[src/clt_pkg.sv]
// ----------------------------------------------------------------------------
// Command line tokenizer package
// Shared widths, character classes, scan modes and status codes.
// ----------------------------------------------------------------------------
package clt_pkg;

    localparam int LINE_LENGTH = 256;
    localparam int MAX_TOKENS  = 16;

    // Character offsets within a line never reach LINE_LENGTH.
    localparam int POS_W   = $clog2(LINE_LENGTH);
    localparam int CNT_W   = $clog2(MAX_TOKENS + 1);
    localparam int CH_W    = 8;
    localparam int IDX_W   = 4;
    localparam int OFS_W   = 8;
    localparam int STAT_W  = 3;
    localparam int COUNT_W = 5;
    localparam int POSX_W  = (POS_W > OFS_W) ? POS_W : OFS_W;
    localparam int CNTX_W  = (CNT_W > COUNT_W) ? CNT_W : COUNT_W;

    localparam logic [CH_W-1:0] CH_SPACE = 8'h20;
    localparam logic [CH_W-1:0] CH_QUOTE = 8'h22;

    typedef logic [1:0] t_class;
    localparam t_class CLS_OTHER = 2'd0;
    localparam t_class CLS_SPACE = 2'd1;
    localparam t_class CLS_QUOTE = 2'd2;
    localparam t_class CLS_END   = 2'd3;

    typedef logic [1:0] t_mode;
    localparam t_mode MODE_IDLE   = 2'd0;
    localparam t_mode MODE_WORD   = 2'd1;
    localparam t_mode MODE_QUOTED = 2'd2;
    localparam t_mode MODE_DRAIN  = 2'd3;

    typedef logic [STAT_W-1:0] t_status;
    localparam t_status ST_OK        = 3'd0;
    localparam t_status ST_QUOTE_IN  = 3'd1;
    localparam t_status ST_UNCLOSED  = 3'd2;
    localparam t_status ST_TOO_MANY  = 3'd3;
    localparam t_status ST_TOO_LONG  = 3'd4;

    // Queue between the classifier and the scanner.
    localparam int QDEPTH = 4;
    localparam int QA_W   = $clog2(QDEPTH);

    typedef struct packed {
        logic                 token_valid;
        logic                 line_done;
        logic [COUNT_W-1:0]   token_count;
        t_status              line_status;
        logic [OFS_W-1:0]     token_length;
        logic [OFS_W-1:0]     token_start;
        logic [IDX_W-1:0]     token_index;
    } t_result;

endpackage

[src/clt_front.sv]
// ----------------------------------------------------------------------------
// Command line tokenizer front end
// Accepts input words and registers their character class.
// ----------------------------------------------------------------------------
module clt_front import clt_pkg::*; (
    input  logic            i_clk,
    input  logic            i_rst_n,
    input  logic            i_s_axis_tvalid,
    output logic            o_s_axis_tready,
    input  logic [CH_W-1:0] i_s_axis_tdata,   // [7:0] ch
    input  logic            i_s_axis_tlast,   // line_end
    output logic            o_push,
    output t_class          o_push_class,
    input  logic            i_q_ready
);

    logic   r_valid;
    t_class r_class;
    t_class n_class;

    assign o_s_axis_tready = !r_valid || i_q_ready;
    assign o_push          = r_valid;
    assign o_push_class    = r_class;

    always_comb begin
        if (i_s_axis_tlast) begin
            n_class = CLS_END;
        end else if (i_s_axis_tdata == CH_SPACE) begin
            n_class = CLS_SPACE;
        end else if (i_s_axis_tdata == CH_QUOTE) begin
            n_class = CLS_QUOTE;
        end else begin
            n_class = CLS_OTHER;
        end
    end

    always_ff @(posedge i_clk) begin
        if (!i_rst_n) begin
            r_valid <= 1'b0;
        end else if (o_s_axis_tready) begin
            r_valid <= i_s_axis_tvalid;
        end
    end

    always_ff @(posedge i_clk) begin
        if (o_s_axis_tready && i_s_axis_tvalid) begin
            r_class <= n_class;
        end
    end

endmodule

[src/clt_queue.sv]
// ----------------------------------------------------------------------------
// Command line tokenizer class queue
// Short first-in first-out buffer between classifier and scanner.
// ----------------------------------------------------------------------------
module clt_queue import clt_pkg::*; (
    input  logic   i_clk,
    input  logic   i_rst_n,
    input  logic   i_push,
    input  t_class i_push_class,
    output logic   o_ready,
    output logic   o_valid,
    output t_class o_class,
    input  logic   i_pop
);

    t_class          r_mem [QDEPTH];
    logic [QA_W-1:0] r_wr_ptr;
    logic [QA_W-1:0] r_rd_ptr;
    logic [QA_W:0]   r_fill;
    logic            w_push;
    logic            w_pop;

    assign o_ready = (r_fill != (QA_W+1)'(QDEPTH));
    assign o_valid = (r_fill != '0);
    assign o_class = r_mem[r_rd_ptr];
    assign w_push  = i_push && o_ready;
    assign w_pop   = i_pop && o_valid;

    always_ff @(posedge i_clk) begin
        if (!i_rst_n) begin
            r_wr_ptr <= '0;
            r_rd_ptr <= '0;
            r_fill   <= '0;
        end else begin
            if (w_push) begin
                r_wr_ptr <= r_wr_ptr + 1'b1;
            end
            if (w_pop) begin
                r_rd_ptr <= r_rd_ptr + 1'b1;
            end
            if (w_push && !w_pop) begin
                r_fill <= r_fill + 1'b1;
            end else if (w_pop && !w_push) begin
                r_fill <= r_fill - 1'b1;
            end
        end
    end

    always_ff @(posedge i_clk) begin
        if (w_push) begin
            r_mem[r_wr_ptr] <= i_push_class;
        end
    end

endmodule

[src/clt_back.sv]
// ----------------------------------------------------------------------------
// Command line tokenizer scanner
// Runs the token state machine on queued classes and holds the result word.
// ----------------------------------------------------------------------------
module clt_back import clt_pkg::*; (
    input  logic    i_clk,
    input  logic    i_rst_n,
    input  logic    i_q_valid,
    input  t_class  i_q_class,
    output logic    o_pop,
    output logic    o_valid,
    output t_result o_result,
    input  logic    i_ready
);

    t_mode              r_mode;
    logic [POS_W-1:0]   r_pos;
    logic [POS_W-1:0]   r_start;
    logic [CNT_W-1:0]   r_count;
    t_status            r_err;
    logic               r_out_valid;
    t_result            r_out;

    t_mode              n_mode;
    logic [POS_W-1:0]   n_pos;
    logic [POS_W-1:0]   n_start;
    logic [CNT_W-1:0]   n_count;
    t_status            n_err;
    logic               w_fire;
    t_result            w_res;

    logic [POSX_W-1:0]  w_start_x;
    logic [POSX_W-1:0]  w_len_x;
    logic [CNTX_W-1:0]  w_cnt_x;
    logic [CNTX_W-1:0]  w_cnt1_x;
    logic               w_too_long;
    logic               w_too_many;

    assign o_pop    = i_q_valid && (!r_out_valid || i_ready);
    assign o_valid  = r_out_valid;
    assign o_result = r_out;

    assign w_start_x  = POSX_W'(r_start);
    assign w_len_x    = POSX_W'(r_pos - r_start);
    assign w_cnt_x    = CNTX_W'(r_count);
    assign w_cnt1_x   = CNTX_W'(r_count + 1'b1);
    assign w_too_long = (r_pos >= POS_W'(LINE_LENGTH - 1));
    assign w_too_many = (r_count >= CNT_W'(MAX_TOKENS));

    always_comb begin
        n_mode  = r_mode;
        n_pos   = r_pos;
        n_start = r_start;
        n_count = r_count;
        n_err   = r_err;
        w_fire  = 1'b0;
        w_res   = '0;

        if (o_pop) begin
            if (i_q_class == CLS_END) begin
                w_fire            = 1'b1;
                w_res.line_done   = 1'b1;
                w_res.token_count = w_cnt_x[COUNT_W-1:0];
                if (r_err != ST_OK) begin
                    w_res.line_status = r_err;
                end else if (r_mode == MODE_QUOTED) begin
                    w_res.line_status = ST_UNCLOSED;
                end else if (r_mode == MODE_WORD) begin
                    // The open word closes with the line.
                    w_res.token_valid  = 1'b1;
                    w_res.token_index  = w_cnt_x[IDX_W-1:0];
                    w_res.token_start  = w_start_x[OFS_W-1:0];
                    w_res.token_length = w_len_x[OFS_W-1:0];
                    w_res.token_count  = w_cnt1_x[COUNT_W-1:0];
                end
                n_mode  = MODE_IDLE;
                n_pos   = '0;
                n_start = '0;
                n_count = '0;
                n_err   = ST_OK;
            end else if (r_mode != MODE_DRAIN) begin
                if (w_too_long) begin
                    n_err  = ST_TOO_LONG;
                    n_mode = MODE_DRAIN;
                end else begin
                    n_pos = r_pos + 1'b1;
                    unique case (i_q_class)
                        CLS_SPACE: begin
                            if (r_mode == MODE_WORD) begin
                                w_fire = 1'b1;
                                n_count = r_count + 1'b1;
                                n_mode  = MODE_IDLE;
                            end
                        end
                        CLS_QUOTE: begin
                            if (r_mode == MODE_IDLE) begin
                                if (w_too_many) begin
                                    n_err  = ST_TOO_MANY;
                                    n_mode = MODE_DRAIN;
                                end else begin
                                    n_start = r_pos + 1'b1;
                                    n_mode  = MODE_QUOTED;
                                end
                            end else if (r_mode == MODE_WORD) begin
                                n_err  = ST_QUOTE_IN;
                                n_mode = MODE_DRAIN;
                            end else begin
                                w_fire = 1'b1;
                                n_count = r_count + 1'b1;
                                n_mode  = MODE_IDLE;
                            end
                        end
                        default: begin
                            if (r_mode == MODE_IDLE) begin
                                if (w_too_many) begin
                                    n_err  = ST_TOO_MANY;
                                    n_mode = MODE_DRAIN;
                                end else begin
                                    n_start = r_pos;
                                    n_mode  = MODE_WORD;
                                end
                            end
                        end
                    endcase
                    if (w_fire) begin
                        w_res.token_valid  = 1'b1;
                        w_res.token_index  = w_cnt_x[IDX_W-1:0];
                        w_res.token_start  = w_start_x[OFS_W-1:0];
                        w_res.token_length = w_len_x[OFS_W-1:0];
                    end
                end
            end
        end
    end

    always_ff @(posedge i_clk) begin
        if (!i_rst_n) begin
            r_mode      <= MODE_IDLE;
            r_pos       <= '0;
            r_start     <= '0;
            r_count     <= '0;
            r_err       <= ST_OK;
            r_out_valid <= 1'b0;
        end else begin
            r_mode  <= n_mode;
            r_pos   <= n_pos;
            r_start <= n_start;
            r_count <= n_count;
            r_err   <= n_err;
            if (w_fire) begin
                r_out_valid <= 1'b1;
            end else if (i_ready) begin
                r_out_valid <= 1'b0;
            end
        end
    end

    always_ff @(posedge i_clk) begin
        if (w_fire) begin
            r_out <= w_res;
        end
    end

endmodule

[src/command_line_tokenizer.sv]
// ----------------------------------------------------------------------------
// Command line tokenizer
// Splits a character stream into argument tokens and reports each line.
// ----------------------------------------------------------------------------
// The slave channel takes one character per word; tlast marks the line-end
// word, whose character is ignored. The master channel gives one word for
// each completed token and one for each line end; tuser says that the word
// carries a token and tlast that it closes the line. A plain word still open
// at line end is reported in the same word as the line result.
// The front stage registers each character's class into a four-entry queue;
// the scanner pops one queued class per cycle unless the output register
// holds an unread word, and loads that register. One character per cycle is
// taken for as long as the receiver keeps up. When the receiver stalls, the
// output register holds its word, the queue fills and tready on the slave
// side drops. Synchronous reset empties the queue and the output register
// and returns the scanner to the start of a line with no tokens and no
// error.
// ----------------------------------------------------------------------------
module command_line_tokenizer import clt_pkg::*; (
    input  logic            i_clk,
    input  logic            i_rst_n,
    input  logic            i_s_axis_tvalid,
    output logic            o_s_axis_tready,
    input  logic [CH_W-1:0] i_s_axis_tdata,   // [7:0] ch
    input  logic            i_s_axis_tlast,   // line_end
    output logic            o_m_axis_tvalid,
    input  logic            i_m_axis_tready,
    // [3:0] token_index, [11:4] token_start, [19:12] token_length,
    // [22:20] line_status, [27:23] token_count, [31:28] zero
    output logic [31:0]     o_m_axis_tdata,
    output logic            o_m_axis_tuser,   // token_valid
    output logic            o_m_axis_tlast    // line_done
);

    logic    w_push;
    t_class  w_push_class;
    logic    w_q_ready;
    logic    w_q_valid;
    t_class  w_q_class;
    logic    w_pop;
    t_result w_res;

    clt_front u_front (
        .i_clk           (i_clk),
        .i_rst_n         (i_rst_n),
        .i_s_axis_tvalid (i_s_axis_tvalid),
        .o_s_axis_tready (o_s_axis_tready),
        .i_s_axis_tdata  (i_s_axis_tdata),
        .i_s_axis_tlast  (i_s_axis_tlast),
        .o_push          (w_push),
        .o_push_class    (w_push_class),
        .i_q_ready       (w_q_ready)
    );

    clt_queue u_queue (
        .i_clk        (i_clk),
        .i_rst_n      (i_rst_n),
        .i_push       (w_push),
        .i_push_class (w_push_class),
        .o_ready      (w_q_ready),
        .o_valid      (w_q_valid),
        .o_class      (w_q_class),
        .i_pop        (w_pop)
    );

    clt_back u_back (
        .i_clk     (i_clk),
        .i_rst_n   (i_rst_n),
        .i_q_valid (w_q_valid),
        .i_q_class (w_q_class),
        .o_pop     (w_pop),
        .o_valid   (o_m_axis_tvalid),
        .o_result  (w_res),
        .i_ready   (i_m_axis_tready)
    );

    assign o_m_axis_tdata = {4'b0000, w_res.token_count, w_res.line_status,
                             w_res.token_length, w_res.token_start,
                             w_res.token_index};
    assign o_m_axis_tuser = w_res.token_valid;
    assign o_m_axis_tlast = w_res.line_done;

endmodule

[config.mk]
export PLATFORM = sky130hd
export DESIGN_NAME = command_line_tokenizer
export DESIGN_NICKNAME = d
export VERILOG_FILES = /design/src/clt_pkg.sv /design/src/clt_front.sv /design/src/clt_queue.sv /design/src/clt_back.sv /design/src/command_line_tokenizer.sv
export SDC_FILE = /design/constraint.sdc
export NUM_CORES = 1
export LEC_CHECK = 0
export BUFFER_PORTS_ARGS = -buffer_cell sky130_fd_sc_hd__buf_4
export CAP_MARGIN = 25
export CORE_ASPECT_RATIO = 0.6
export CORE_MARGIN = 1.5
export CORE_UTILIZATION = 45
export CTS_CLUSTER_DIAMETER = 50
export DETAILED_ROUTE_END_ITERATION = 7
export PLACE_DENSITY = 0.74
export SYNTH_ARGS = -nofsm -noshare
export SYNTH_HDL_FRONTEND = slang
export SYNTH_SLANG_ARGS = --single-unit
[constraint.sdc]
create_clock -name i_clk -period 3.7 [get_ports i_clk]
set_input_delay 0.74 -clock i_clk [delete_from_list [all_inputs] [get_ports i_clk]]
set_output_delay 0.74 -clock i_clk [all_outputs]
set_load 0.01 [all_outputs]
* Word level (Yosys, flattened, before mapping) *
Memory sizes are Yosys's and may differ from the RTL's. A register that Yosys moved wholly into a read port is not among the register bits.
Cells that the tools add are included.

storage, ports and cells
  bits in registers = 67
  RAM bits = 8
  bits of input ports = 13
  output and inout bits = 36
  memories kept = 1

memories
  memory         depth  width  read ports  clocked after Yosys merged registers in  wr ports  line             source
  u_queue.r_mem  4      2      1           1                                        1         clt_queue.sv:16  t_class r_mem [QDEPTH];

cells by class
  add/subtract/negate cells = 7
  magnitude comparators = 2
  equal/unequal tests = 16
  multiplexer cells = 76
  reduce and logical (&&, ||, !) cells = 30

operator list
  cell                   count
  $mux W20               7
  $mux W8                10
  $mux W5                8
  $mux W3                10
  $mux W2                13
  $mux W1                22
  $eq A8 B6 Y1 const B   2
  $pmux W8 S2            1
  $reduce_and A6 Y1      2
  $pmux W5 S2            1
  $mux W9                1
  $reduce_bool A3 Y1     3
  $add A8 B1 Y8 const B  1
  $ge A8 B8 Y1 const B   1
  $reduce_bool A2 Y1     4
  $reduce_bool A4 Y1     2
  $sub A8 B8 Y8          1
  $eq A2 B2 Y1 const B   3
  $logic_and A1 B1 Y1    6
  $ne A2 B2 Y1 const B   3
  $ne A3 B2 Y1 const B   2
  $pmux W3 S2            1
  $add A5 B1 Y5 const B  1
  $ge A5 B5 Y1 const B   1
  other kinds (19)       25

* Longest topological paths before layout *
Gate-level depths: netlist (run 1).

  word-level depth = 13
  gate-level depth with buffers = 9
  mapped depth without buffers = 9

* Modules after synthesis *
A second synthesis (run 1) with hierarchy kept.

unflattened totals
  cell total of the unflattened synthesis = 409
  area, all modules = 4,108.9 um2

by module, submodules not included
  module                  instances  cells an instance  area an instance (um2)
  clt_back                1          334                3,130.5
  clt_queue               1          58                 790.8
  clt_front               1          12                 153.9
  command_line_tokenizer  1          5                  33.8

* Worst setup path after synthesis (run 1) *
Ideal clock, no wire load.

  path kind = reg-to-reg
  start = register with a tool-made name
  end = register u_back.r_out, in the netlist u_back.o_result[0] (enable)
  arrival time = 2.296 ns
  data required time = 3.310 ns
  slack = 1.015 ns
  cell stages (with the launch flop) = 7
  path buffers = 0
  period minus slack after synthesis = 2.685 ns
  cells stage by stage = dfxtp_1 > mux4_2 > inv_1 > ha_1 > a22o_1 > and3_1 > o21a_1

RTL lines
  what                    line             source
  end signal: assignment  clt_back.sv:160  r_out <= w_res;
  end: declaration        clt_back.sv:22   t_result r_out;

* Worst setup path in the final report (run 1) *
  start = register u_back.r_pos[1]
  end = register u_back.r_out, in the netlist u_back.o_result[4], data pin

on the way
  cells in the longest elaborated chain, start to end = 4

RTL lines
  what                      line             source
  start: declaration        clt_back.sv:17   logic [POS_W-1:0] r_pos;
  start signal: assignment  clt_back.sv:146  r_pos <= n_pos;
  $ge A8 B8 Y1              clt_back.sv:47   assign w_too_long = (r_pos >= POS_W'(LINE_LENGTH - 1));
  $mux W20                  clt_back.sv:82   if (w_too_long) begin
  $mux W20                  clt_back.sv:81   end else if (r_mode != MODE_DRAIN) begin
  $mux W20                  clt_back.sv:60   if (i_q_class == CLS_END) begin

Every way passes these cells.
A chain may end at the register's enable or synchronous reset.

==> metrics.yaml, run 1 <==
post_cts_resize_count: 0
worstPathArrival_ns: 2.92
antenna-diode-count: 0
cts_hold_repair.buffers: 0
io_pins: 49
multi_input_comb_area_um2: 1960
timing.final.crit_share: 0.765
postLayoutSetupSlackWorst_ns: 0.871
buffering_stage_count_on_the_worst_path_with_inverters_included: 1
die-width_um: 126
min-delay-path-class: "reg -> reg"
status: "completed"
clk_root_buffer_cell: "sky130_fd_sc_hd__clkbuf_16"
timing.critical_path.slowest_stage_cell: "sky130_fd_sc_hd__dfxtp_1"
critical_path.cell_chain: "ha_1, and4_1, nand4_1, nand4_1, a21o_1, inv_2, and2_1"
endpoint_kind: "flop"
irDropWorstVdd_uv: 389
setup_violations: 0
synth_area_leader_cell: "sky130_fd_sc_hd__edfxtp_1"
drt-initial-drc-count: 279
htreeDepth: 3
criticalPathCategory: "reg -> reg"
synth_area_um2: 4100
worstSetupStartpointType: "flop"
synth_top_area_share: 0.293
routabilityCongestion: 0.830
layout.filler_cells: 791
crit_top_cell: "sky130_fd_sc_hd__nand4_1"
drtAntennaViolNets: 0
p_leak_nw: 1.86
required_ns: 3.79
grt_remaining_overflow: 0
tritoncts.num_buffers: 9
num-nets-final: 485
final_period_minus_worst_setup_slack_ns: 2.83
first_global_vias: 2803
drt_first_pass_iters: 5
drt_wl_total_mm: 8.66
worst-path-max-fanout: 15
postSynthAreaPerCell_um2: 10.1
yosysWarningCount: 0
synthTopCellsByCount: "sky130_fd_sc_hd__nor2_1 (48), sky130_fd_sc_hd__edfxtp_1 (40), sky130_fd_sc_hd__dfxtp_1 (37)"
worst-slew-pin-transition_ns: 0.694
die-area_um2: 9720
areaGrowthSynthToFinish_pct: 17.0
clk-insertion-delay-late_ns: 0.34
yosysMostFrequentCell: "sky130_fd_sc_hd__nor2_1"
clock-skew-final_ns: 0.00562
timing.fmax_ghz: 0.354
grt_start_max_net_pins: 25
route.detailed.drc: 0
dominantRegCellSynth: "sky130_fd_sc_hd__edfxtp_1"
max_cap_violations: 0
wl_per_cell_um: 15.3
grt_antenna_before_repair: 0
initial_core_util: 0.472
synth-seq-cells: 77
finalHoldViolCount: 0
die_h_um: 77.0
slowest_delay_ns: 0.51
tritoncts: "built"
largest_cells_by_area_after_synthesis: "sky130_fd_sc_hd__edfxtp_1 (29%), sky130_fd_sc_hd__dfxtp_1 (18%), sky130_fd_sc_hd__ha_1 (6.4%)"
yosys.cell_types.count: 62
delay_heaviest_family_cp: "simple AND/OR/NAND/NOR gates"
postSynth.asyncResetShare: 0
post_drt_via_cell_ratio: 5.56
port-buffer-count: 44
timing.setup.tns_ns: 0
place_worst_setup_slack_ns: 0.602
power_density_nw_per_um2: 717
synth.yosys.seq_area_share: 0.473
layout.area.seq_um2: 1940
number_of_enable_flip_flop_cells_after_synthesis: 40
cts_setup_buffers: 0
grt_setup_unrepaired: "false"
core_um2: 8690
clockBufferDepth: 2
dpl.hpwl_mm: 6.27
clkSinkCount: 77
fraction_of_final_layout_cells_with_drive_strength_greater_than_1: 0.170
maxSlewHeadroom: 0.536
placement_rows: 26
post-layout-total-power_mw: 3.44
grt_first_pass_wirelength_mm: 14.3
track_usage: 0.188
clk_transition_reported_paths_ns: 0.06
dr_total_vias: 3142
synthCells: 408
timing_max_transition_violations_final: 0
[metal layers]
layer,up-vias,wire (um),GRT usage
li1,1534,-,-
met1,1488,4420,0.285
met2,104,3510,0.255
met3,16,592,0.0523
met4,0,127,0.0598
met5,-,0,0
[final cells by class]
class                           instances  area share
Clock buffer                           10      0.0477
Clock inverter                          5      0.0112
Inverter                               25      0.0201
Multi-Input combinational cell        285       0.408
Sequential cell                        77       0.404
Tap cell                              112      0.0292
Timing Repair Buffer                   51      0.0797
[state kept, by name (all words and copies together) (netlist names), named ones only]
| signal | flops |
|---|---|
| u_back.o_valid | 1 |
| u_front.o_push | 1 |
| u_queue.r_rd_ptr | 2 |
| u_back.o_result | 30 |
| u_back.r_count | 5 |
| u_queue.r_mem | 8 |
| u_queue.r_fill | 3 |
| u_back.r_mode | 2 |
| u_back.r_err | 3 |
| u_back.r_pos | 8 |
| u_front.o_push_class | 2 |
| u_back.r_start | 8 |
| u_queue.r_wr_ptr | 2 |
[path summary, 6_finish.rpt]
kind | endpoint | slack, ns | from | cells after the start
worst max-delay path | u_back.o_result[4] | 0.87 | u_back.r_pos[1] | 7
worst min-delay path | u_back.r_start[4] | 0.49 | u_back.r_start[4] | 2
worst max register to register | u_back.o_result[4] | 0.87 | u_back.r_pos[1] | 7
worst min register to register | u_back.r_start[4] | 0.49 | u_back.r_start[4] | 2
[stage by stage]
step	instance area (um2)	util	hold WS, ns	cells
CTS	4800	0.553	0.498	565
detailed placement	4520	0.520	0.484	550
floorplan	4120	-	0.459	411
finish	4800	0.553	0.494	565
global placement	4520	0.520	0.477	550
global route	4800	0.553	0.538	565
[cell usage in the layout, fill, tap and decap left out, drive strengths merged, types with 3 or more instances in the layout]
cell type	instances
a31oi	5
nor3	11
nor2b	8
a21o	3
conb	4
and4	3
nand3	15
a311oi	7
xor2	11
xnor2	7
nor3b	3
a21oi	19
inv	25
o21ai	16
o21a	4
or3b	3
nand2	21
and2	13
nor2	48
clkbuf	10
edfxtp	40
nand2b	7
dfxtp	37
mux2i	11
and3	6
ha	21
o31ai	3
buf	51
nand4	7
[where the power goes]
part           leakage (nW)  total, mW  internal (mW)  switching, mW
combinational          1.05       1.38          0.559          0.816
sequential            0.677       1.22           1.09          0.125
clock                 0.132      0.850          0.515          0.335
[worst register-to-register path, cell delays in order, from the launching register on]
cell	delay (ns)
sky130_fd_sc_hd__dfxtp_1	0.51
sky130_fd_sc_hd__ha_1	0.39
sky130_fd_sc_hd__and4_1	0.32
sky130_fd_sc_hd__nand4_1	0.34
sky130_fd_sc_hd__nand4_1	0.22
sky130_fd_sc_hd__a21o_1	0.50
sky130_fd_sc_hd__inv_2	0.12
sky130_fd_sc_hd__and2_1	0.19
[logic make-up after synthesis]
family,share of synthesized area
adders and majority gates,0.0738
xor gates and xnor gates,0.0384
AOI/OAI and AO/OA,0.121
other,0.000914
muxes,0.0378
DFF,0.473
and+or+nand+nor,0.202
buffers and inverters,0.0527
Power figures use the tool's default switching activity.
==> inputs of run 2 (changes only) <==
PLACE_DENSITY = 0.77   (was 0.74)
clock period = 2.26 ns   (was 3.7 ns; I/O delays follow)
==> run 2 against run 1 <==
Compared with the run above: the run now ends with negative setup slack left; sequential cell count stayed put; sequential power is 60% higher; via count is 6.9% higher; critical path depth is 2 higher; worst hold slack worse by 0.13 ns; first-iteration DRC count is 9.0% lower; clock skew is 0.0011 ns higher; global-route usage is 3.1 points higher; clock power is 66% higher; core utilization is 6.9 points higher; critical endpoint is now u_back.r_start[5]; highest routed layer unchanged.
==> metrics.yaml, run 2 (same netlist as run 1, synthesis figures left out) <==
htreeDepth: 3
initial_core_util: 0.472
fraction_of_final_layout_cells_with_drive_strength_greater_than_1: 0.303
num-nets-final: 536
crit_top_cell: "sky130_fd_sc_hd__buf_4"
holdPathStages: 3
timing.final.crit_share: 1.02
clk_transition_reported_paths_ns: 0.05
core_um2: 8690
die-area_um2: 9720
drt-initial-drc-count: 254
timing_max_transition_violations_final: 0
clk-insertion-delay-late_ns: 0.35
timing.fmax_ghz: 0.432
timing.setup.tns_ns: -0.136
io_pins: 49
final_period_minus_worst_setup_slack_ns: 2.32
failing_checks: "negative setup slack"
layout.filler_cells: 712
post_drt_via_cell_ratio: 5.44
criticalPathCategory: "reg -> reg"
worstSetupStartpointType: "flop"
final.hold.worst_slack_ns: 0.360
timing.critical_path.slowest_stage_cell: "sky130_fd_sc_hd__mux4_2"
delay_heaviest_family_cp: "multiplexers"
largest_register_ff_count: 30
finish.utilization: 0.621
status: "finished with violations"
clockBufferDepth: 2
die_h_um: 77.0
postLayoutSetupSlackWorst_ns: -0.0560
drtAntennaViolNets: 0
route.detailed.drc: 0
final_area_um2: 5400
grt_start_max_net_pins: 21
grt_antenna_before_repair: 0
endpoint_kind: "flop"
maxSlewHeadroom: 0.655
post-layout-total-power_mw: 6.61
required_ns: 2.52
post_dp_cell_area_um2: 4870
tritoncts.num_buffers: 9
mostFrequentLayoutCells: "sky130_fd_sc_hd__buf_4 (94), sky130_fd_sc_hd__nor2_1 (47), sky130_fd_sc_hd__edfxtp_1 (40)"
track_usage: 0.219
dpl.hpwl_mm: 7.32
port-buffer-count: 44
finalHoldViolCount: 0
critical_path.cell_chain: "mux4_2, ha_4, nand4b_1, nor2_2, buf_4, nor4b_4, buf_4, buf_6, o31ai_1"
clock-skew-final_ns: 0.00672
most_common_cell_after_layout_fill_and_taps_aside: "sky130_fd_sc_hd__buf_4"
slowest_delay_ns: 0.58
areaGrowthSynthToFinish_pct: 31.5
path_depth: 9
dr_total_vias: 3358
worstPathArrival_ns: 2.58
placement_rows: 26
grt_setup_unrepaired: "true"
irDropWorstVdd_uv: 718
clkSinkCount: 77
die-width_um: 126
grt_first_pass_wirelength_mm: 16.3
drt_first_pass_iters: 5
drt_wl_total_mm: 10.4
max_cap_violations: 0
grt_remaining_overflow: 0
worst-slew-pin-transition_ns: 0.517
antenna-diode-count: 0
worst-path-max-fanout: 7
routabilityCongestion: 0.908
first_global_vias: 3223
r2r_cells: 9
p_leak_nw: 2.16
power_density_nw_per_um2: 1220
buffering_stage_count_on_the_worst_path_with_inverters_included: 3
tritoncts: "built"
wl_per_cell_um: 16.8
min-delay-path-class: "in -> reg"
clk_root_buffer_cell: "sky130_fd_sc_hd__clkbuf_16"
setup_violations: 6
## run 2: cell types whose count changed in the layout (fill, tap and decap cells not counted), sizes merged
cell,delta
buf,+50
clkbuf,+2
clkinv,+2
clkinvlp,-2
## run 2: worst min-delay path: stages
cell                      delay, ns
sky130_fd_sc_hd__buf_4         0.07
sky130_fd_sc_hd__inv_1         0.04
sky130_fd_sc_hd__a21oi_1       0.10
## run 2: layer usage
metal	vias to the layer above	track usage	wire length [um]
met5	-	0	0
met1	1601	0.290	4850
met2	115	0.348	4720
met4	0	0.0690	133
li1	1628	-	-
met3	14	0.0628	656
## run 2: final cells by class
class                           instances  area [um2]  area share
Clock buffer                           11         233      0.0431
Multi-Input combinational cell        285        2100       0.389
Timing Repair Buffer                  102         827       0.153
Clock inverter                          5        52.6     0.00974
Inverter                               25        98.8      0.0183
Sequential cell                        77        1940       0.360
Tap cell                              112         140      0.0260
## run 2: repair_timing
item,in CTS,in global routing
setup buffers,2,5
cloned,1,1
hold buffers,0,0
setup endpoints to repair,64,60
pin swaps,13,9
resized for setup,23,12
## run 2: stage by stage
| stage | setup slack [ns] | instances |
|---|---|---|
| 2_1_floorplan | -0.0379 | 411 |
| 3_3_place_gp | -0.0383 | 592 |
| 3_5_place_dp | -0.133 | 592 |
| 4_1_cts | -0.00839 | 611 |
| 5_1_grt | -0.130 | 617 |
| 6_report | -0.0560 | 617 |
## run 2: final timing paths
| path | start | to | slack, ns |
|---|---|---|---|
| min reg2reg | u_front.o_push_class[0] | u_queue.r_mem[3][0] | 0.50 |
| max reg2reg | flop | u_back.r_start[5] | -0.06 |
| min | i_s_axis_tvalid | u_front.o_push | 0.36 |
| max | flop | u_back.r_start[5] | -0.06 |
## run 2: report_power, final
part	total [mW]	internal (mW)	switching, mW
Sequential	1.95	1.79	0.158
Clock	1.41	0.849	0.562
Combinational	3.25	1.57	1.68
